### config.mk
export PLATFORM = sky130hd
export DESIGN_NAME = cgme_cfg
export DESIGN_NICKNAME = d
export VERILOG_FILES = /design/src/rtl/cgme_pkg.sv /design/src/rtl/cgme_cfg.sv
export SDC_FILE = /design/constraint.sdc
export NUM_CORES = 1
export LEC_CHECK = 0
export BUFFER_PORTS_ARGS = -buffer_cell sky130_fd_sc_hd__buf_2
export CORE_MARGIN = 8
export CORE_UTILIZATION = 60
export CTS_CLUSTER_SIZE = 28
export DETAILED_ROUTE_END_ITERATION = 12
export PLACE_DENSITY = 0.84
export SLEW_MARGIN = 40
export SYNTH_ARGS = -nofsm -noshare
export SYNTH_HDL_FRONTEND = slang
export SYNTH_SLANG_ARGS = --single-unit
### constraint.sdc
create_clock -name clk -period 4.79 [get_ports clk]
set_clock_uncertainty 0.15 [all_clocks]
set_input_delay 0.2395 -clock clk [delete_from_list [all_inputs] [get_ports clk]]
set_output_delay 0.2395 -clock clk [all_outputs]
set_load 0.01 [all_outputs]
### src/rtl/cgme_pkg.sv
// cgme_pkg: types, codes and fixed widths shared by the controlled gate matrix expand unit
// no dependencies; imported by every module under rtl

package cgme_pkg;

  localparam int ROW_W     = 8;
  localparam int ROW_SEL_W = 3;
  localparam int SRC_W     = 4;
  localparam int TGT_LIM   = 6;
  localparam int SLOT_W    = 6;
  localparam int QIDX_W    = 6;
  localparam int RANK_W    = 7;
  localparam int CFG_W     = 64;
  localparam int TLIST_W   = 24;
  localparam int TCNT_W    = 3;
  localparam int REG_IDX_W = 3;
  localparam int PADDR_W   = 6;
  localparam int DATA_W    = 64;

  localparam logic [DATA_W-1:0] ONE_BITS = 64'h3FF0_0000_0000_0000;

  localparam logic FUNC_LOAD  = 1'b0;
  localparam logic FUNC_QUERY = 1'b1;

  localparam logic [REG_IDX_W-1:0] REG_OPERAND_MASK  = 3'd0;
  localparam logic [REG_IDX_W-1:0] REG_TARGET_LIST   = 3'd1;
  localparam logic [REG_IDX_W-1:0] REG_TARGET_COUNT  = 3'd2;
  localparam logic [REG_IDX_W-1:0] REG_CONTROL_MASK  = 3'd3;
  localparam logic [REG_IDX_W-1:0] REG_CONTROL_VALUE = 3'd4;

  typedef enum logic [1:0] {
    KIND_ZERO  = 2'd0,
    KIND_ONE   = 2'd1,
    KIND_ENTRY = 2'd2,
    KIND_RANGE = 2'd3
  } kind_t;

  // qubit ranks folded onto the row/column bits
  typedef struct packed {
    logic [ROW_W-1:0]                rmask;
    logic [ROW_W-1:0]                cmask;
    logic [ROW_W-1:0]                cval;
    logic                            cfail;
    logic [ROW_W-1:0]                tmask;
    logic [TGT_LIM-1:0][ROW_W-1:0]   tsel;
  } cgme_map_t;

endpackage

### src/rtl/cgme_cfg.sv
// cgme_cfg: register file on the apb-style port and the rank sweep that folds it into a bit map
// depends on cgme_pkg

module cgme_cfg import cgme_pkg::*; #(
  parameter int MAX_QUBITS  = 8,
  parameter int MAX_TARGETS = 4
) (
  input  logic                 clk,
  input  logic                 rst_n,
  input  logic                 psel,
  input  logic                 penable,
  input  logic                 pwrite,
  input  logic [PADDR_W-1:0]   paddr,
  input  logic [CFG_W-1:0]     pwdata,
  output logic [CFG_W-1:0]     prdata,
  output logic                 pready,
  output logic                 busy,
  output cgme_map_t            map
);

  logic [CFG_W-1:0]   operand_mask_r;
  logic [TLIST_W-1:0] target_list_r;
  logic [TCNT_W-1:0]  target_count_r;
  logic [CFG_W-1:0]   control_mask_r;
  logic [CFG_W-1:0]   control_value_r;

  logic                      wr;
  logic [REG_IDX_W-1:0]      idx;
  logic                      busy_r;
  logic [QIDX_W-1:0]         q_r;
  logic [RANK_W-1:0]         rank_r;
  logic [RANK_W-1:0]         rank_nxt;
  cgme_map_t                 map_r;
  cgme_map_t                 map_nxt;
  logic [TCNT_W-1:0]         k;
  logic [TGT_LIM*SLOT_W-1:0] slots;

  assign pready = 1'b1;
  assign wr     = psel && penable && pwrite;
  assign idx    = paddr[PADDR_W-1:PADDR_W-REG_IDX_W];
  assign busy   = busy_r || wr;
  assign map    = map_r;

  always_ff @(posedge clk) begin
    if (!rst_n) begin
      operand_mask_r  <= '0;
      target_list_r   <= '0;
      target_count_r  <= '0;
      control_mask_r  <= '0;
      control_value_r <= '0;
    end else if (wr) begin
      case (idx)
        REG_OPERAND_MASK:  operand_mask_r  <= pwdata;
        REG_TARGET_LIST:   target_list_r   <= pwdata[TLIST_W-1:0];
        REG_TARGET_COUNT:  target_count_r  <= pwdata[TCNT_W-1:0];
        REG_CONTROL_MASK:  control_mask_r  <= pwdata;
        REG_CONTROL_VALUE: control_value_r <= pwdata;
        default: ;
      endcase
    end
  end

  always_comb begin
    case (idx)
      REG_OPERAND_MASK:  prdata = operand_mask_r;
      REG_TARGET_LIST:   prdata = CFG_W'(target_list_r);
      REG_TARGET_COUNT:  prdata = CFG_W'(target_count_r);
      REG_CONTROL_MASK:  prdata = control_mask_r;
      REG_CONTROL_VALUE: prdata = control_value_r;
      default:           prdata = '0;
    endcase
  end

  assign k     = (target_count_r > TCNT_W'(MAX_TARGETS)) ? TCNT_W'(MAX_TARGETS) : target_count_r;
  assign slots = (TGT_LIM*SLOT_W)'(target_list_r);

  // one global qubit per cycle, rank_r counts operand bits below q_r
  always_comb begin
    logic                 rank_lo;
    logic [ROW_SEL_W-1:0] pos;
    rank_lo  = rank_r < RANK_W'(ROW_W);
    pos      = rank_r[ROW_SEL_W-1:0];
    map_nxt  = map_r;
    rank_nxt = rank_r;
    if (control_mask_r[q_r]) begin
      if (rank_lo) begin
        map_nxt.cmask[pos] = 1'b1;
        if (control_value_r[q_r]) map_nxt.cval[pos] = 1'b1;
      end else if (control_value_r[q_r]) begin
        map_nxt.cfail = 1'b1;
      end
    end
    for (int j = 0; j < MAX_TARGETS; j++) begin
      if (TCNT_W'(j) < k && slots[SLOT_W*j +: SLOT_W] == q_r && rank_lo) begin
        map_nxt.tmask[pos]   = 1'b1;
        map_nxt.tsel[j][pos] = 1'b1;
      end
    end
    if (operand_mask_r[q_r]) begin
      if (rank_lo && rank_r < RANK_W'(MAX_QUBITS)) map_nxt.rmask[pos] = 1'b1;
      rank_nxt = rank_r + RANK_W'(1);
    end
  end

  always_ff @(posedge clk) begin
    if (!rst_n) begin
      busy_r <= 1'b0;
      q_r    <= '0;
      rank_r <= '0;
      map_r  <= '0;
    end else if (wr) begin
      busy_r <= 1'b1;
      q_r    <= '0;
      rank_r <= '0;
      map_r  <= '0;
    end else if (busy_r) begin
      map_r  <= map_nxt;
      rank_r <= rank_nxt;
      q_r    <= q_r + QIDX_W'(1);
      if (q_r == '1) busy_r <= 1'b0;
    end
  end

endmodule

; ---- After elaboration in Yosys (flattened, before gate mapping)
; Index checks and enable logic that the tools add are counted.
[word_totals]
reg_bits = 298
input_bits = 75
wordCells = 95
[op_classes]
add_sub_neg = 2
n_lt_le_gt_ge = 9
eq_ne = 9
muxes = 17
bitwise_logic = 13
reduce_logical = 28
[op_table]
columns = operator, n
row1 = $pmux W64 S5, 1
row2 = $or A8 B8 Y8, 11
row3 = $mux W8, 4
row4 = $eq A6 B6 Y1, 4
row5 = $reduce_and A2 Y1, 10
row6 = $bmux W1 S6, 3
row7 = $logic_and A1 B1 Y1, 11
row8 = $reduce_and A4 Y1, 2
row9 = $add A7 B1 Y7 const B, 1
row10 = $lt A6 B7 Y1 const B, 1
row11 = $lt A7 B4 Y1 const B, 1
row12 = $mux W1, 7
row13 = $add A6 B1 Y6 const B, 1
row14 = $eq A3 B2 Y1 const B, 2
row15 = $eq A6 B6 Y1 const B, 1
row16 = $lt A1 B3 Y1 const A, 2
row17 = $lt A2 B3 Y1 const A, 2
row18 = $reduce_and A3 Y1, 2
row19 = $lt A3 B4 Y1 const B, 1
row20 = $demux W1 S3, 1
row21 = $eq A3 B1 Y1 const B, 1
row22 = $eq A3 B3 Y1 const B, 1
row23 = $ge A3 B1 Y1 const B, 1
row24 = $gt A3 B3 Y1 const B, 1
row25 = 5 further kinds, 6

; ---- Logic depth before layout (Yosys ltp)
[depth]
ltp_word = 12
depth_mapped = 10
ltp_nobuf = 6

; ---- Least setup slack after synthesis
; No wires, ideal clock.
[synth_path]
kind = register -> register
start = reg q_r[1]
end = reg map_r (netlist bit map[57])
setup_ns = 0.127
arrival_time_ns = 2.263
required_ns = 4.513
setup_slack_ns = 2.251
stages_incl_launch_ff = 8
path_cell_list = dfxtp_1 -> buf_2 -> buf_2 -> mux4_2 -> mux4_2 -> o32a_1 -> o221ai_4 -> o21ai_1
[synth_between]
elab_chain_len = 3
[synth_rtl]
columns = item, line
row1 = "start, declared", cgme_cfg.sv:30  ; logic [QIDX_W-1:0] q_r;
row2 = "start signal, assigned", cgme_cfg.sv:119  ; q_r <= q_r + QIDX_W'(1);
row3 = "$bmux W1 S6, on equally long branches", "cgme_cfg.sv:85, cgme_cfg.sv:88"
row4 = "$mux W1, on equally long branches", "cgme_cfg.sv:85, cgme_cfg.sv:88"
row5 = $reduce_and A4 Y1 (no source line) *, n/a
row6 = "end signal, assigned", cgme_cfg.sv:117  ; map_r <= map_nxt;
row7 = "end, declared", cgme_cfg.sv:33  ; cgme_map_t map_r;
; Mark *: on every way between the ends. The rest lies on a longest branch, timed or not. The select of a mux whose other input is x is not followed.
; A chain may end at the register's enable or synchronous reset.

; ---- Worst setup path in the final report
[layout_path]
start = reg q_r[1]
end = reg map_r (netlist bit map[72])
[layout_between]
elab_chain_len = 3
[layout_rtl]
columns = item, line
row1 = $bmux W1 S6, cgme_cfg.sv:85  ; if (control_mask_r[q_r]) begin
row2 = $mux W1 (implied by the code), cgme_cfg.sv:85
row3 = $reduce_and A3 Y1 (no source line), n/a
; No other way between the ends. The select of a mux whose other input is x is not followed.

==> results.md <==
- Synthesis-to-finish area growth: 19.1%
- Post-route antenna net violation count: 0
- Ports: 222
- Switching Power: 1190 uW
- Post-detailed-route via-to-cell ratio: 6.07
- Number of cells produced by synthesis: 1680
- Height of the chip: 170 um
- Clock root cell: clkbuf_16
- PwrDens: between 300 and 400 mW/mm2
- Required @ worst endpoint: 5.06 ns
- WP buf/inv: 1
- Clock power frac: 0.458
- Placed cell count: 2095
- Max Fanout on Critical Path: 24
- Distinct cell type count after synthesis: 55
- Worst-case clock buffer depth: 3
- Via count: 13500
- Setup ws final: 1.37 ns
- First-pass GRT wire length: 69.5 mm
- Total Negative Setup Slacks: 0 ns
- TritonCTS clock tree: yes
- Clock buffer count from CTS: 30
- Library cell occupying the most area in the post-synthesis netlist: dfxtp_1
- Final std cells w/o fill: about 2200
- Fill cell count: 1724
- Max-cap viol count: 0
- Overall track demand over capacity in global routing: 0.294
- Switching Share: 0.227
- Num Clock Sinks: 298
- Leak: 0.00639 uW
- Number of pins exceeding their max-slew limit in the final report: 0
- Slew HR: 0.444
- Largest delay share family, worst path: multiplexers
- Critical path launch point type: flop
- Worst setup slack before clock tree synthesis: 1.42 ns
- Highest ir drop seen on vdd: 0.294 mV
- Later-pin clock latency in the skew report: 0.55 ns
- Area of the die: 0.0289 mm2
- DRC marker count from the first detailed-route iteration: approximately 1700
- Post-synthesis register bit count: 298
- Hold Path Class: in -> reg
- Width of the die: 170 um
- Final core occ: 0.725
- Number of global-route vias before repair: 13200
- Internal portion of total power: 4040 uW
- Fin. Hold Viols: 0
- Most common flop cell mapped by yosys: dfxtp_1
- Number of levels the H-tree was split into: 1
- Number of failing setup endpoints in the final timing report: 0
- Net count reported at finish: 1949
- Global route total overflow: 0
- Result of the run: complete, no violations
- Multi-input combinational cell area: 0.00772 mm2
- Count of flip-flops with a built-in enable after synthesis: 0
- Core region area: 0.0234 mm2
- Slowest stage cell, crit path: dfxtp_2
- Share of final-layout standard cells stronger than drive strength 1: 0.183
- Portion of total power attributed to combinational logic: 0.061
- Area contributors post-synth: dfxtp_1, nand2_1, a21boi_1
- Unrepaired setup endpoints after global routing: no
- Maximum number of pins on one net before global-route repair: between 100 and 150
- Minimum period implied by the final worst setup slack: about 3.4 ns
- Placed wire-length estimate after detailed placement: 28.4 mm
- Classification of the worst setup path: reg -> reg
- Most common cell in the netlist: nand2_1
- Most common library cells after synthesis: nand2_1, dfxtp_1, a21boi_1
- Routed len/inst: 19.9 um
- Final critical-path share of the clock period: 0.714
- Cell row count: 56
- Clock edge transition at the registers on the reported setup and hold paths: 0.06 ns
- Area share of the largest cell type after synthesis: 0.419
- Routed wire length: approximately 44 mm
- Warnings from Yosys: 0
- Routability congestion estimate: around 0.90
- Max frequency: ~0.29 GHz
- Post-route DRC violation count: 0
- Number of antenna violations at the first check in global routing: 1
- Area used by sequential logic in the layout: approximately 0.0060 mm2
- Portion of the post-synthesis area used by sequential elements: 0.419
- Quantity of I/O buffers inserted on ports: around 200
- Ordered cell list for the critical path: buf_4 > mux4_2 > mux4_2 > a2bb2oi_1 > and3_1 > nor2_2 > o21ai_1
- Arrival time of data at the critical path endpoint: 3.69 ns
- Kind of end point of the critical path: flop
- Number of iterations in the first detailed-routing pass: 9
- Initial core utilization: 0.609
- Slew at the pin closest to its max-slew limit: 0.834 ns
- Share of async-settable or async-resettable flops after synthesis: 0
- Most frequent cell on the critical path: mux4_2
- Sequential group share of total power: 0.481
- Cell area after technology mapping: 0.0143 mm2
- Synth Area per Inst: between 8 and 9 um2
- Largest stage delay on the critical path: between 0.8 and 0.9 ns
[stage by stage]
step	instance area, um2	total power, uW	hold slack [ns]
after CTS	17000	5230	0.102
after global routing	17000	5360	0.122
after global placement	15300	2830	0.281
after floorplan	14300	2750	0.224
after detailed placement	15300	2840	0.285
final	17000	5230	0.0820
[logic make-up after synthesis]
family / count (synthesis) / share of synthesized area
XOR/XNOR: 28 / 0.0172
multiplexers: 118 / 0.123
adder cells (fa/ha/maj): 2 / 0.00176
buffers and inverters: 152 / 0.0476
AO/OA/AOI/OAI: 407 / 0.199
flip-flops: 298 / 0.419
other: 2 / 0.000527
AND/OR/NAND/NOR: 673 / 0.192
[final timing paths]
path                            startpoint                 to  slack [ns]  cells after the start
worst min-delay path                 rst_n  target_list_r[12]        0.08                      2
worst min register to register        flop               flop        0.29                      2
worst max register to register      q_r[1]            map[72]        1.37                      7
worst max-delay path                q_r[1]            map[72]        1.37                      7
[worst register-to-register path, stage by stage (launching register included)]
cell and delay (ns):
dfxtp_2 0.84, buf_4 0.46, mux4_2 0.42, mux4_2 0.51, a2bb2oi_1 0.14, and3_1 0.24, nor2_2 0.39, o21ai_1 0.13
[final cells by class]
class                      instances  area share
tap                              319      0.0235
timing repair buffer             291       0.109
antenna                            1    0.000147
clock buffer                      46      0.0538
inverter                           6     0.00133
sequential                       298       0.352
multi-input combinational       1245       0.455
clock inverter                     9     0.00560
[flip-flops by register name, indices dropped and copies added, names as in the netlist, named ones only]
signal and cells:
q_r 6, rank_r 7, busy_r 1, map 64
target_count_r 3, control_mask_r 64, target_list_r 24, operand_mask_r 64
control_value_r 64
[layout by cell type, fill, tap and decap left out, types with 4 or more instances in the layout]
master | Yosys | routed
a21boi_1 | 217 | 217
a21oi_1 | 41 | 41
a22oi_1 | 45 | 45
buf_2 | 8 | 200
buf_4 | 18 | 25
clkbuf_1 | 107 | 8
clkbuf_16 | 0 | 32
clkbuf_8 | 0 | 6
clkinv_2 | 0 | 7
conb_1 | 2 | 17
dfxtp_1 | 298 | 295
dlygate4sd3_1 | 0 | 64
inv_1 | 4 | 4
mux2i_1 | 69 | 69
mux4_2 | 46 | 46
nand2_1 | 531 | 527
nand2_2 | 0 | 4
nand2b_1 | 6 | 6
nand3_1 | 16 | 16
nand4_1 | 8 | 8
nor2_1 | 57 | 57
nor2b_1 | 12 | 12
nor3_1 | 19 | 15
nor3_2 | 0 | 4
o21a_1 | 11 | 11
o21ai_1 | 65 | 65
xnor2_1 | 22 | 22
xor2_1 | 6 | 6
[power groups by stage]
stage          combinational (uW)  sequential [uW]  clock [uW]
6_report                      319             2520        2400
5_1_grt                       337             2520        2500
4_1_cts                       310             2520        2400
3_5_place_dp                  266             2570           0
3_3_place_gp                  262             2570           0
2_1_floorplan                 191             2560           0
[timing repair]
item                                   CTS  global route
endpoints found under the hold margin  219             0
hold buffers                            64             0
buffers inserted                         0             0
resized for setup                        0             0
[routing by layer]
metal / GRT usage / part of all wire / wire length, um / up-vias
met1: 0.357 / 0.38 / 16500 / 6396
li1: - / - / - / 6107
met2: 0.488 / 0.48 / 21100 / 808
met5: 0 / 0 / 0 / -
met4: 0.135 / 0.037 / 1640 / 0
met3: 0.0690 / 0.11 / 4810 / 140
Note: power is estimated with default switching activity, not from simulation.
