--- src/rtl/cgme_pkg.sv ---
// cgme_pkg: types, codes and fixed widths shared by the controlled gate matrix expand unit
// no dependencies; imported by every module under rtl

package cgme_pkg;

  localparam int ROW_W     = 8;
  localparam int ROW_SEL_W = 3;
  localparam int SRC_W     = 4;
  localparam int TGT_LIM   = 6;
  localparam int SLOT_W    = 6;
  localparam int QIDX_W    = 6;
  localparam int RANK_W    = 7;
  localparam int CFG_W     = 64;
  localparam int TLIST_W   = 24;
  localparam int TCNT_W    = 3;
  localparam int REG_IDX_W = 3;
  localparam int PADDR_W   = 6;
  localparam int DATA_W    = 64;

  localparam logic [DATA_W-1:0] ONE_BITS = 64'h3FF0_0000_0000_0000;

  localparam logic FUNC_LOAD  = 1'b0;
  localparam logic FUNC_QUERY = 1'b1;

  localparam logic [REG_IDX_W-1:0] REG_OPERAND_MASK  = 3'd0;
  localparam logic [REG_IDX_W-1:0] REG_TARGET_LIST   = 3'd1;
  localparam logic [REG_IDX_W-1:0] REG_TARGET_COUNT  = 3'd2;
  localparam logic [REG_IDX_W-1:0] REG_CONTROL_MASK  = 3'd3;
  localparam logic [REG_IDX_W-1:0] REG_CONTROL_VALUE = 3'd4;

  typedef enum logic [1:0] {
    KIND_ZERO  = 2'd0,
    KIND_ONE   = 2'd1,
    KIND_ENTRY = 2'd2,
    KIND_RANGE = 2'd3
  } kind_t;

  // qubit ranks folded onto the row/column bits
  typedef struct packed {
    logic [ROW_W-1:0]                rmask;
    logic [ROW_W-1:0]                cmask;
    logic [ROW_W-1:0]                cval;
    logic                            cfail;
    logic [ROW_W-1:0]                tmask;
    logic [TGT_LIM-1:0][ROW_W-1:0]   tsel;
  } cgme_map_t;

endpackage

--- src/rtl/cgme_decode.sv ---
// cgme_decode: second pipeline stage, classifies a query and gathers the small-matrix index
// depends on cgme_pkg and the bit map from cgme_cfg

module cgme_decode import cgme_pkg::*; #(
  parameter int MAX_TARGETS = 4
) (
  input  logic                     clk,
  input  logic                     rst_n,
  input  cgme_map_t                map,
  input  logic                     v1,
  input  logic                     func1,
  input  logic [ROW_W-1:0]         row1,
  input  logic [ROW_W-1:0]         col1,
  input  logic [DATA_W-1:0]        re1,
  input  logic [DATA_W-1:0]        im1,
  input  logic                     rdy3,
  output logic                     rdy2,
  output logic                     v2,
  output logic                     func2,
  output kind_t                    kind2,
  output logic [MAX_TARGETS-1:0]   srow2,
  output logic [MAX_TARGETS-1:0]   scol2,
  output logic [2*MAX_TARGETS-1:0] addr2,
  output logic                     wok2,
  output logic [DATA_W-1:0]        re2,
  output logic [DATA_W-1:0]        im2
);

  logic                     v2_r;
  logic                     func2_r;
  kind_t                    kind2_r;
  logic [MAX_TARGETS-1:0]   srow2_r;
  logic [MAX_TARGETS-1:0]   scol2_r;
  logic [2*MAX_TARGETS-1:0] addr2_r;
  logic                     wok2_r;
  logic [DATA_W-1:0]        re2_r;
  logic [DATA_W-1:0]        im2_r;

  kind_t                    kind_nxt;
  logic [MAX_TARGETS-1:0]   srow_nxt;
  logic [MAX_TARGETS-1:0]   scol_nxt;
  logic [MAX_TARGETS-1:0]   gr;
  logic [MAX_TARGETS-1:0]   gc;
  logic                     rng;
  logic                     ctl_ok;
  logic                     blk;

  assign rdy2 = !v2_r || rdy3;

  assign rng    = (|(row1 & ~map.rmask)) || (|(col1 & ~map.rmask));
  assign ctl_ok = ((row1 & map.cmask) == map.cval) && !map.cfail;
  assign blk    = ((row1 ^ col1) & ~map.tmask) == '0;

  always_comb begin
    for (int j = 0; j < MAX_TARGETS; j++) begin
      gr[j] = |(row1 & map.tsel[j]);
      gc[j] = |(col1 & map.tsel[j]);
    end
  end

  always_comb begin
    kind_nxt = KIND_ZERO;
    srow_nxt = '0;
    scol_nxt = '0;
    if (rng) begin
      kind_nxt = KIND_RANGE;
    end else if (ctl_ok) begin
      if (blk) begin
        kind_nxt = KIND_ENTRY;
        srow_nxt = gr;
        scol_nxt = gc;
      end
    end else if (row1 == col1) begin
      kind_nxt = KIND_ONE;
    end
  end

  always_ff @(posedge clk) begin
    if (!rst_n) begin
      v2_r <= 1'b0;
    end else if (rdy2) begin
      v2_r <= v1;
    end
  end

  always_ff @(posedge clk) begin
    if (rdy2) begin
      func2_r <= func1;
      kind2_r <= kind_nxt;
      srow2_r <= srow_nxt;
      scol2_r <= scol_nxt;
      wok2_r  <= ((row1 >> MAX_TARGETS) == '0) && ((col1 >> MAX_TARGETS) == '0);
      re2_r   <= re1;
      im2_r   <= im1;
      if (func1 == FUNC_LOAD) begin
        addr2_r <= {row1[MAX_TARGETS-1:0], col1[MAX_TARGETS-1:0]};
      end else begin
        addr2_r <= {srow_nxt, scol_nxt};
      end
    end
  end

  assign v2    = v2_r;
  assign func2 = func2_r;
  assign kind2 = kind2_r;
  assign srow2 = srow2_r;
  assign scol2 = scol2_r;
  assign addr2 = addr2_r;
  assign wok2  = wok2_r;
  assign re2   = re2_r;
  assign im2   = im2_r;

endmodule

--- config.mk ---
export PLATFORM = sky130hd
export DESIGN_NAME = cgme_decode
export DESIGN_NICKNAME = d
export VERILOG_FILES = /design/src/rtl/cgme_pkg.sv /design/src/rtl/cgme_decode.sv
export SDC_FILE = /design/constraint.sdc
export NUM_CORES = 1
export LEC_CHECK = 0
export BUFFER_PORTS_ARGS = -buffer_cell sky130_fd_sc_hd__buf_2
export CORE_AREA = 2 2 147 149
export CTS_BUF_LIST = sky130_fd_sc_hd__clkbuf_4 sky130_fd_sc_hd__clkbuf_8
export CTS_CLUSTER_SIZE = 25
export DETAILED_ROUTE_END_ITERATION = 6
export DIE_AREA = 0 0 149 151
export GPL_TIMING_DRIVEN = 0
export SLEW_MARGIN = 20
export SYNTH_ARGS = -nofsm -noshare
export SYNTH_HDL_FRONTEND = slang
export SYNTH_SLANG_ARGS = --single-unit
--- constraint.sdc ---
create_clock -name clk -period 9.55 [get_ports clk]
set_input_delay 0.955 -clock clk [delete_from_list [all_inputs] [get_ports clk]]
set_output_delay 0.955 -clock clk [all_outputs]
set_load 0.02 [all_outputs]
Word level (Yosys, flattened, before mapping)
Cells that the tools add are included.
{ "totals": {"reg_bits": 149, "in_bits": 230} }
{ "classes": {"n_eq_ne": 2, "n_mux": 10, "bitwise_logic": 15, "n_reduce_logical": 19} }
{ "ops": {"columns": ["op", "count"], "rows": [
  ["AND 8 bit", 12],
  ["OR reduction 8 bit", 10],
  ["zero test 8 bit", 3],
  ["two-way mux 4 bit", 6],
  ["== test 8 bit", 2],
  ["inverter 8 bit", 2],
  ["two-way mux 8 bit", 1],
  ["bitwise XOR 8 bit", 1],
  ["two-way mux 2 bit", 2],
  ["logical AND 1 bit", 2],
  ["zero test 1 bit", 2],
  ["logical OR 1 bit", 2],
  ["two-way mux 1 bit", 1]
]} }

Logic depth before layout (Yosys ltp)
Gate-level depths: netlist of the first run.
{ "logic_depth": {"ltp_word": 7, "depth_mapped": 7} }

Least setup slack after synthesis of the first run
OpenSTA, ideal clock, no wires.
{ "synth_path": {"path_kind": "in2out", "start": "in rdy3", "end": "out rdy2", "t_arrival_ns": 4.672, "required_ns": 8.595, "slack_ns": 3.923, "cell_stages": 1, "n_path_buf": 0, "cell_sequence": "nand2b_1"} }
{ "synth_between": {"elab_chain_cells": 1} }
{ "synth_lines": {"columns": ["element", "line_no", "rtl"], "rows": [
  ["from (decl)", "cgme_decode.sv:16", "input logic rdy3,"],
  ["logical OR 1 bit", "cgme_decode.sv:48", "assign rdy2 = !v2_r || rdy3;"],
  ["to (decl)", "cgme_decode.sv:17", "output logic rdy2,"]
]} }
Every way passes these cells.

Final worst setup path of the first run
Ends and elaborated chain as after synthesis.

==> results of run 1 <==
layout by cell type, fill, tap and decap left out, drive strengths merged:
cell / Yosys / layout
a211o: 1 / 1
inv: 2 / 11
a22oi: 32 / 32
bufinv: 0 / 4
o22ai: 7 / 7
diode: 0 / 2
clkinv: 0 / 1
nor3: 2 / 2
o31ai: 8 / 8
a21oi: 3 / 3
xnor2: 13 / 13
and3: 3 / 3
o2111ai: 1 / 1
edfxtp: 148 / 148
nand4: 3 / 3
nor2: 13 / 13
nand3: 1 / 1
nand2: 15 / 15
nand2b: 1 / 1
dfxtp: 1 / 1
buf: 12 / 365
clkinvlp: 0 / 1
a21boi: 1 / 1
nor4: 2 / 2
and4: 9 / 9
clkbuf: 2 / 19
o21bai: 4 / 4
final cells by class:
cell class                      instances  area, sq um
Sequential cell                       149         4460
Inverter                                2         7.51
Tap cell                              275          344
Fill cell                            2028        12800
Antenna cell                            2         5.00
Multi-Input combinational cell        119          843
Clock buffer                           17          234
Buffer                                 14         86.3
Timing Repair Buffer                  353         1810
Clock inverter                         15          235
registers in the layout (all words and copies together) (netlist names):
register,count
addr2,8
scol2,4
v2,1
srow2,4
im2,64
wok2,1
kind2,2
re2,64
func2,1
Yosys cell counts, types with 2 or more instances:
| library cell | count |
|---|---|
| inv_1 | 2 |
| buf_2 | 6 |
| nor3_1 | 2 |
| clkbuf_1 | 2 |
| nand2_1 | 15 |
| xnor2_1 | 11 |
| a22oi_1 | 32 |
| buf_6 | 2 |
| edfxtp_1 | 148 |
| buf_4 | 3 |
| nand4_1 | 2 |
| a21oi_1 | 3 |
| and4_1 | 9 |
| o31ai_1 | 6 |
| and3_1 | 3 |
| nor2_1 | 13 |
| o21bai_1 | 4 |
| o22ai_1 | 7 |
| nor4_2 | 2 |
| xnor2_2 | 2 |
power by group:
group          internal, mW  switching (mW)
combinational        0.0759           0.124
clock                 0.299           0.271
sequential            0.766          0.0102
through the flow:
| step | instances | power [mW] | cell area [sq um] | setup slack, ns |
|---|---|---|---|---|
| after floorplan | 284 | 0.893 | 5390 | 3.92 |
| after global placement | 910 | 0.994 | 7490 | 1.72 |
| after detailed placement | 912 | 0.994 | 7560 | 6.43 |
| after CTS | 944 | 1.57 | 8030 | 6.43 |
| after global routing | 945 | 1.61 | 8030 | 6.33 |
| final | 946 | 1.55 | 8030 | 6.45 |
worst paths after layout:
check,startpoint,to,slack [ns],depth (start not counted)
worst max-delay path,rdy3,rdy2,6.45,4
worst max register to register,v2,im2[16],7.68,3
worst min-delay path,re1[54],re2[54],0.68,1
worst min register to register,v2,re2[22],1.06,1
routing by layer:
metal / GRT usage (%) / vias to the layer above / share of wire (%)
li1: - / 1898 / -
met1: 15.2 / 1892 / 35
met2: 25.5 / 283 / 53
met3: 4.73 / 35 / 9.7
met4: 6.86 / 0 / 2.9
met5: 0 / - / 0
cells by family (layout without fill, tap and decap cells):
family | count (synthesis) | after routing | share of synthesized area, %
AO/OA/AOI/OAI | 57 | 57 | 8.03
buffers and inverters | 16 | 401 | 1.74
flip-flops | 149 | 149 | 82.8
other | 0 | 2 | 0
AND/OR/NAND/NOR | 49 | 49 | 5.08
XOR/XNOR | 13 | 13 | 2.39
worst max-delay path, stage by stage:
cell and delay (ns):
buf_2 0.07, nand2b_4 0.53, buf_16 0.33, buf_2 0.22
==> flow_metrics.env, run 1 <==
export IMPL_status="complete, no violations"
export IMPL_vias_per_cell=4.34
export IMPL_synthTopCellsByArea="edfxtp_1 82%, a22oi_1 4.5%, xnor2_1 1.8%, and4_1 1.5%, nand2_1 1.0%"
export IMPL_drc=0
export IMPL_hold_slack_ns=0.677
export IMPL_slew_viol_final=0
export IMPL_clkTransAtPathRegs_ns=0.10
export IMPL_cts_sinks=149
export IMPL_cp_max_fo=49
export IMPL_fmax_ghz=0.322
export IMPL_clk_path_buf_depth=2
export IMPL_synth_top_area_share_pct=82.4
export IMPL_synth_edf_count=148
export IMPL_vias=4108
export IMPL_setup_violations=0
export IMPL_grt_pass1_wl_mm=23.4
export IMPL_start_kind="input pin"
export IMPL_cts_tree="done"
export IMPL_tns_ns=0
export IMPL_drt_initial_drc_count=271
export IMPL_yosysSeqAreaShare_pct=82.8
export IMPL_yosys_area_top_type="edfxtp_1"
export IMPL_relSlewSlack_pct=55.7
export IMPL_grt_max_degree=57
export IMPL_worstSetupPathType="in2out"
export IMPL_synth_nets=514
export IMPL_core_area_sq_mm=0.0208
export IMPL_die_x_um=149
export IMPL_hold_buffers=0
export IMPL_io_pins=380
export IMPL_synth_cell_area_sq_mm=0.00539
export IMPL_cp_arrival_ns=2.15
export IMPL_ys_warn_count=0
export IMPL_wl_per_cell_um=18.2
export IMPL_gp_congestion=0.853
export IMPL_async_flop_share_pct=0
export IMPL_hold_violations=0
export IMPL_rsz0062_at_grt="false"
export IMPL_final_min_clock_period_ns=3.10
export IMPL_layout_area_overhead_vs_synth_pct=48.9
export IMPL_wirelength_mm=17.2
export IMPL_yosys_cell_types_count=30
export IMPL_drive_above_1_share_pct=60.4
export IMPL_clk_latency_ns=0.44
export IMPL_dr_pass1_iters=5
export IMPL_cts_resized=0
export IMPL_die_y_um=151
export IMPL_tightest_slew_ns=0.664
export IMPL_cp_data_required_time_ns=8.60
export IMPL_cap_violations=0
export IMPL_placementRows=53
export IMPL_io_buffers=351
export IMPL_design_die_area_sq_mm=0.0225
export IMPL_synth_cells=284
export IMPL_hp_class="in2reg"
export IMPL_synthFlopType="edfxtp_1"
export IMPL_start_util_pct=25.9
export IMPL_synth_seq_cells=149
export IMPL_grt_overflow=0
export IMPL_grt_pass1_vias=4051
export IMPL_final_core_util_pct=38.6
export IMPL_leakage_nw=3.57
export IMPL_cts_max_level=4
export IMPL_fin_crit_sh_pct=32.5
export IMPL_power_density_mw_per_mm2=193
export IMPL_grt_total_usage_pct=14.3
export IMPL_fin_skew_ns=0.0135
export IMPL_layout_nets=886
export IMPL_dp_hpwl_mm=13.6
export IMPL_cts_root_buf="clkbuf_8"
export IMPL_ant_nets=0
export IMPL_postCtsSetupRepairBufs=0
export IMPL_cp_end_kind="primary output"
export IMPL_irDropWorstVdd_mv=0.0756
export IMPL_cts_made_buffers=17
export IMPL_syn_avg_cell_area_sq_um=19.0
export IMPL_antenna_found_initial=2
Note: power is estimated with default switching activity, not from simulation.
==> run 2: changes to the inputs <==
- ABC_AREA: not set -> 1
- CORE_AREA: 2 2 147 149 -> 2 2 149 151
- DIE_AREA: 0 0 149 151 -> 0 0 151 153
- clock period: 9.55 -> 2.81 ns (I/O delays scaled with it)
==> run 2 against run 1 <==
Final area increased by 21%. Via count is 26% higher. Critical path depth down 2. Register-to-register slack got worse by 6.5 ns. Die area rose by 2.7%. Worst hold slack worse by 0.65 ns. Sequential power increased to 3.4 times the previous value. First-iteration DRC count up 14%. Critical path type is now reg2out. Critical endpoint unchanged. Highest routed layer unchanged.
==> flow_metrics.env, run 2 <==
export IMPL_tns_ns=0
export IMPL_slowest_delay_ns=0.43
export IMPL_hold_violations=0
export IMPL_dr_pass1_iters=4
export IMPL_place_inst=1069
export IMPL_slew_viol_final=0
export IMPL_synth_cells=434
export IMPL_cts_max_level=4
export IMPL_synth_cell_area_sq_mm=0.00581
export IMPL_setup_violations=0
export IMPL_grt_pass1_vias=5150
export IMPL_cts_sinks=149
export IMPL_clk_latency_ns=0.44
export IMPL_die_y_um=153
export IMPL_yosysMostFrequentCell="edfxtp_1"
export IMPL_drc=0
export IMPL_grt_max_degree=78
export IMPL_path_buf_inv=1
export IMPL_gp_congestion=0.848
export IMPL_cp_end_kind="primary output"
export IMPL_reg2reg_slack_ns=1.22
export IMPL_cp_arrival_ns=1.58
export IMPL_drive_above_1_share_pct=43.7
export IMPL_synth_edf_count=148
export IMPL_yosys_area_top_type="edfxtp_1"
export IMPL_yosys_cell_types_count=27
export IMPL_worstSetupEndpoint="rdy2"
export IMPL_syn_avg_cell_area_sq_um=13.4
export IMPL_p_seq_share_pct=49.5
export IMPL_combinationalPowerShare_pct=16.1
export IMPL_layout_area_overhead_vs_synth_pct=66.8
export IMPL_cp_num_cells=2
export IMPL_r2r_end="addr2[7]"
export IMPL_cp_data_required_time_ns=2.53
export IMPL_fmax_ghz=0.537
export IMPL_synthTopCellsByArea="edfxtp_1 76%, nand2_1 8.7%, nand4_1 2.7%, inv_1 1.9%, nor2_1 1.9%"
export IMPL_stdcell_area_sq_mm=0.00970
export IMPL_start_kind="flip-flop"
export IMPL_leakage_nw=4.52
export IMPL_ys_warn_count=0
export IMPL_placementRows=54
export IMPL_slowest_stage="dfxtp_1"
export IMPL_cts_made_buffers=17
export IMPL_clk_path_buf_depth=2
export IMPL_final_cells=1228
export IMPL_grt_overflow=0
export IMPL_hp_class="in2reg"
export IMPL_r2r_start="v2"
export IMPL_dp_hpwl_mm=14.3
export IMPL_worstSetupPathType="reg2out"
export IMPL_layout_nets=1164
export IMPL_internal_power_mw=3.92
export IMPL_r2r_cells=2
export IMPL_core_area_sq_mm=0.0215
export IMPL_start_util_pct=27.1
export IMPL_yosysSeqAreaShare_pct=76.8
export IMPL_cts_root_buf="clkbuf_8"
export IMPL_switching_share_pct=26.6
export IMPL_min_path_cells=1
export IMPL_final_cell_mix="356 x buf_2, 148 x edfxtp_1, 134 x nand2_1"
export IMPL_cap_violations=0
export IMPL_io_buffers=354
export IMPL_async_flop_share_pct=0
export IMPL_rsz0062_at_grt="false"
export IMPL_fillers=2006
export IMPL_io_pins=380
export IMPL_critical_path_top_delay_family="flip-flops"
export IMPL_tightest_slew_ns=0.601
export IMPL_layout_commonest_cell="buf_2"
export IMPL_fin_crit_sh_pct=66.3
export IMPL_vias_per_cell=4.20
export IMPL_final_min_clock_period_ns=1.86
export IMPL_p_clk_share_pct=34.4
export IMPL_wl_per_cell_um=15.6
export IMPL_relSlewSlack_pct=59.9
export IMPL_wirelength_mm=19.1
export IMPL_cts_tree="done"
export IMPL_place_area_sq_mm=0.00798
export IMPL_die_x_um=151
export IMPL_grt_pass1_wl_mm=27.5
export IMPL_switchingPower_mw=1.42
export IMPL_vias=5158
export IMPL_clkTransAtPathRegs_ns=0.08
export IMPL_startpoint="v2"
export IMPL_synthFlopType="edfxtp_1"
export IMPL_crit_chain="nand2_8 > buf_2"
export IMPL_ant_nets=0
export IMPL_antenna_found_initial=1
export IMPL_status="complete, no violations"
export IMPL_grt_total_usage_pct=15.7
export IMPL_synth_nets=664
export IMPL_drt_initial_drc_count=308
export IMPL_synth_top_area_share_pct=76.5
export IMPL_power_density_mw_per_mm2=551
export IMPL_fin_skew_ns=0.0186
export IMPL_cp_max_fo=77
export IMPL_irDropWorstVdd_mv=0.240
export IMPL_synth_common_cells="148 x edfxtp_1, 135 x nand2_1, 30 x inv_1, 30 x nor2_1, 25 x nand4_1"
export IMPL_synth_seq_cells=149
export IMPL_design_die_area_sq_mm=0.0231
-- run 2: changes by cell type after synthesis, sizes merged, moves of 6 or more --
cell	change
nand4	+22
nor2	+23
o21ai	+17
nand3	+12
nand2	+123
nand3b	+6
xnor2	-13
a22oi	-31
inv	+31
o22ai	-7
and4	-9
o31ai	-8
-- run 2: per-stage QoR --
stage | util (%) | power, mW | worst slack, ns | hold WS, ns
after global routing | 45.1 | 5.56 | 0.813 | -0.0104
after detailed placement | 37.1 | 3.42 | 1.11 | 0.459
after floorplan | - | 3.06 | 0.105 | 0.380
after global placement | 36.9 | 3.40 | -0.879 | 0.457
after CTS | 44.9 | 5.41 | 0.903 | 0.000934
final | 45.1 | 5.34 | 0.947 | 0.0293
-- run 2: what timing repair did --
item	CTS	global route
resized for setup	0	0
hold buffers	122	4
buffers inserted	0	0
hold endpoints to repair	122	4
-- run 2: how the worst min path moves through the flow --
stage | startpoint | to | slack (ns)
finish | im1[3] | im2[3] | 0.03
global route | im1[3] | im2[3] | -0.01
CTS | re1[42] | re2[42] | 0.0009
detailed placement | re1[8] | re2[8] | 0.46
global placement | re1[8] | re2[8] | 0.46
floorplan | func1 | func2 | 0.38
-- run 2: layer usage --
| metal | wire length, um | GRT usage [%] | up-vias |
|---|---|---|---|
| met3 | 1430 | 4.21 | 23 |
| met5 | 0 | 0 | - |
| li1 | - | - | 2519 |
| met1 | 7210 | 17.1 | 2378 |
| met2 | 10100 | 29.6 | 238 |
| met4 | 347 | 4.45 | 0 |
-- run 2: cell type report --
cell class	count	area, sq um	share of cell area [%]
Inverter	33	124	1.28
Tap cell	280	350	3.61
Clock buffer	18	241	2.49
Clock inverter	14	211	2.18
Multi-Input combinational cell	241	1150	11.8
Timing Repair Buffer	481	3060	31.6
Sequential cell	149	4460	46.0
Antenna cell	1	2.50	0.0258
Buffer	11	92.6	0.955
-- run 2: power groups by stage --
stage	Clock [mW]	Sequential [mW]	Combinational, mW
after global placement	0	2.69	0.708
final	1.84	2.64	0.861
after global routing	1.98	2.66	0.926
after CTS	1.90	2.64	0.865
after floorplan	0	2.90	0.163
after detailed placement	0	2.69	0.725
-- run 2: cell families after synthesis --
kind of cell / after synthesis / synth area share, %
AO/OA/AOI/OAI: 21 / 1.96
XOR/XNOR: 1 / 0.151
buffers and inverters: 44 / 3.72
flip-flops: 149 / 76.8
AND/OR/NAND/NOR: 219 / 17.4
-- run 2: worst register-to-register path, delay by kind of cell (launching register included) --
kind | cells | cell delay (ns)
buffers and inverters | 1 | 0.38
flip-flops | 1 | 0.37
AND/OR/NAND/NOR | 1 | 0.44
==> run 3: changes to the inputs <==
- CORE_AREA: 2 2 149 151 -> 2 2 148 150
- DIE_AREA: 0 0 151 153 -> 0 0 150 152
- clock period: 2.81 -> 1.9 ns (I/O delays scaled with it)
==> run 3 against run 2 <==
Final area up 0.54%. First-iteration DRC count up 9.7%. Register-to-register slack worse by 0.95 ns. Sequential share of layout area down 0.24 points. Clock skew down 0.0069 ns. Clock power up 35%. Critical endpoint unchanged. Critical path type unchanged. Combinational power up 52%. Non-clock buffer count up 6. Core utilization up 0.53 points. Cell count up 0.57%. Power up 44%.
==> flow_metrics.env, run 3 (synthesis gave the netlist of run 2 again) <==
export IMPL_status="complete, no violations"
export IMPL_r2r_cells=3
export IMPL_final_core_util_pct=45.7
export IMPL_gp_congestion=0.861
export IMPL_leakage_nw=4.54
export IMPL_io_pins=380
export IMPL_cts_max_level=4
export IMPL_irDropWorstVdd_mv=0.491
export IMPL_tightest_slew_ns=0.432
export IMPL_layout_nets=1172
export IMPL_rsz0062_at_grt="false"
export IMPL_antenna_found_initial=1
export IMPL_fin_skew_ns=0.0117
export IMPL_reg2reg_slack_ns=0.27
export IMPL_wirelength_mm=20.6
export IMPL_clkTransAtPathRegs_ns=0.09
export IMPL_drive_above_1_share_pct=43.7
export IMPL_die_x_um=150
export IMPL_min_path_cells=3
export IMPL_cap_violations=0
export IMPL_design_die_area_sq_mm=0.0228
export IMPL_cp_max_fo=45
export IMPL_cts_made_buffers=17
export IMPL_worst_slack_ns=0.176
export IMPL_worstSetupPathType="reg2out"
export IMPL_r2r_end="v2"
export IMPL_dp_hpwl_mm=14.5
export IMPL_setup_violations=0
export IMPL_clk_latency_ns=0.42
export IMPL_hold_slack_ns=0.117
export IMPL_r2r_start="v2"
export IMPL_fin_crit_sh_pct=90.7
export IMPL_grt_total_usage_pct=17.8
export IMPL_grt_pass1_wl_mm=30.4
export IMPL_grt_max_degree=46
export IMPL_ant_nets=0
export IMPL_drt_initial_drc_count=338
export IMPL_place_area_sq_mm=0.00798
export IMPL_cts_tree="done"
export IMPL_start_util_pct=27.2
export IMPL_stdcell_area_sq_mm=0.00975
export IMPL_relSlewSlack_pct=71.2
export IMPL_start_kind="flip-flop"
export IMPL_grt_pass1_vias=5409
export IMPL_hp_class="in2reg"
export IMPL_cts_root_buf="clkbuf_8"
export IMPL_layout_commonest_cell="buf_2"
export IMPL_cp_arrival_ns=1.53
export IMPL_fmax_ghz=0.580
export IMPL_cts_sinks=149
export IMPL_clk_path_buf_depth=2
export IMPL_power_density_mw_per_mm2=790
export IMPL_slew_viol_final=0
export IMPL_cp_end_kind="primary output"
export IMPL_drc=0
export IMPL_final_min_clock_period_ns=1.72
export IMPL_io_buffers=354
export IMPL_hold_start="row1[3]"
export IMPL_vias_per_cell=4.28
export IMPL_dr_pass1_iters=4
export IMPL_layout_area_overhead_vs_synth_pct=67.7
export IMPL_grt_overflow=0
export IMPL_cp_data_required_time_ns=1.71
export IMPL_min_to="addr2[7]"
export IMPL_final_cell_mix="356 x buf_2, 148 x edfxtp_1, 134 x nand2_1"
export IMPL_placementRows=54
export IMPL_die_y_um=152
export IMPL_pre_cts_slack_ns=0.239
export IMPL_hold_violations=0
export IMPL_vias=5291
export IMPL_core_area_sq_mm=0.0214
export IMPL_wl_per_cell_um=16.7
[run 3: cell types whose count changed in the layout (fill, tap and decap cells not counted)]
cell | before | now
bufbuf_16 | 0 | 1
bufinv_16 | 3 | 2
clkbuf_4 | 1 | 0
clkinv_8 | 2 | 0
clkinvlp_4 | 0 | 4
dfxtp_1 | 1 | 0
dfxtp_2 | 0 | 1
dlygate4sd3_1 | 126 | 131
inv_6 | 4 | 5
inv_8 | 4 | 2
nand2_4 | 0 | 2
[run 3: power by group]
| group | switching, mW | total (mW) | leakage, nW | internal (mW) |
|---|---|---|---|---|
| Clock | 1.28 | 2.48 | 0.190 | 1.20 |
| Sequential | 0.0570 | 3.91 | 1.55 | 3.85 |
| Combinational | 0.746 | 1.31 | 2.80 | 0.568 |
| Total | 2.08 | 7.70 | 4.54 | 5.62 |
[run 3: layout make-up]
| class | count | area, sq um |
|---|---|---|
| Multi-Input combinational cell | 243 | 1170 |
| Sequential cell | 149 | 4470 |
| Timing Repair Buffer | 487 | 3140 |
| Tap cell | 280 | 350 |
| Fill cell | 1997 | 11600 |
| Buffer | 11 | 92.6 |
| Antenna cell | 1 | 2.50 |
| Inverter | 33 | 124 |
| Clock inverter | 14 | 165 |
| Clock buffer | 17 | 234 |
[run 3: per-layer routing]
layer / track usage, % / vias up / part of all wire (%)
li1: - / 2534 / -
met5: 0 / - / 0
met1: 18.5 / 2498 / 35
met2: 34.5 / 236 / 55
met4: 4.94 / 0 / 2.1
met3: 4.59 / 23 / 8.0
[run 3: repair_timing]
action	CTS	global route
resized for setup	1	0
setup buffers	0	0
hold buffers	131	0
setup endpoints to repair	1	0
endpoints found under the hold margin	130	0
[run 3: worst max path at each step]
| stage | start | to | slack (ns) | cells past startpoint |
|---|---|---|---|---|
| detailed placement | v2 | rdy2 | 0.24 | 3 |
| global route | v2 | rdy2 | 0.06 | 3 |
| floorplan | v2 | addr2[0] | 0.02 | 1 |
| finish | v2 | rdy2 | 0.18 | 3 |
| global placement | rdy3 | rdy2 | -0.41 | 4 |
| CTS | v2 | rdy2 | 0.09 | 3 |
[run 3: worst max-delay path, cell delays in order, from the launching register on]
cell     delay (ns)
dfxtp_2        0.47
nand2_8        0.17
buf_16         0.24
buf_2          0.19
[run 3: metrics by stage]
| step | TNS (ns) | std cells | power, mW |
|---|---|---|---|
| floorplan | 0 | 434 | 4.52 |
| global placement | -37.94 | 1068 | 5.03 |
| detailed placement | 0 | 1069 | 5.06 |
| CTS | 0 | 1234 | 7.80 |
| global route | 0 | 1235 | 8.05 |
| finish | 0 | 1235 | 7.70 |
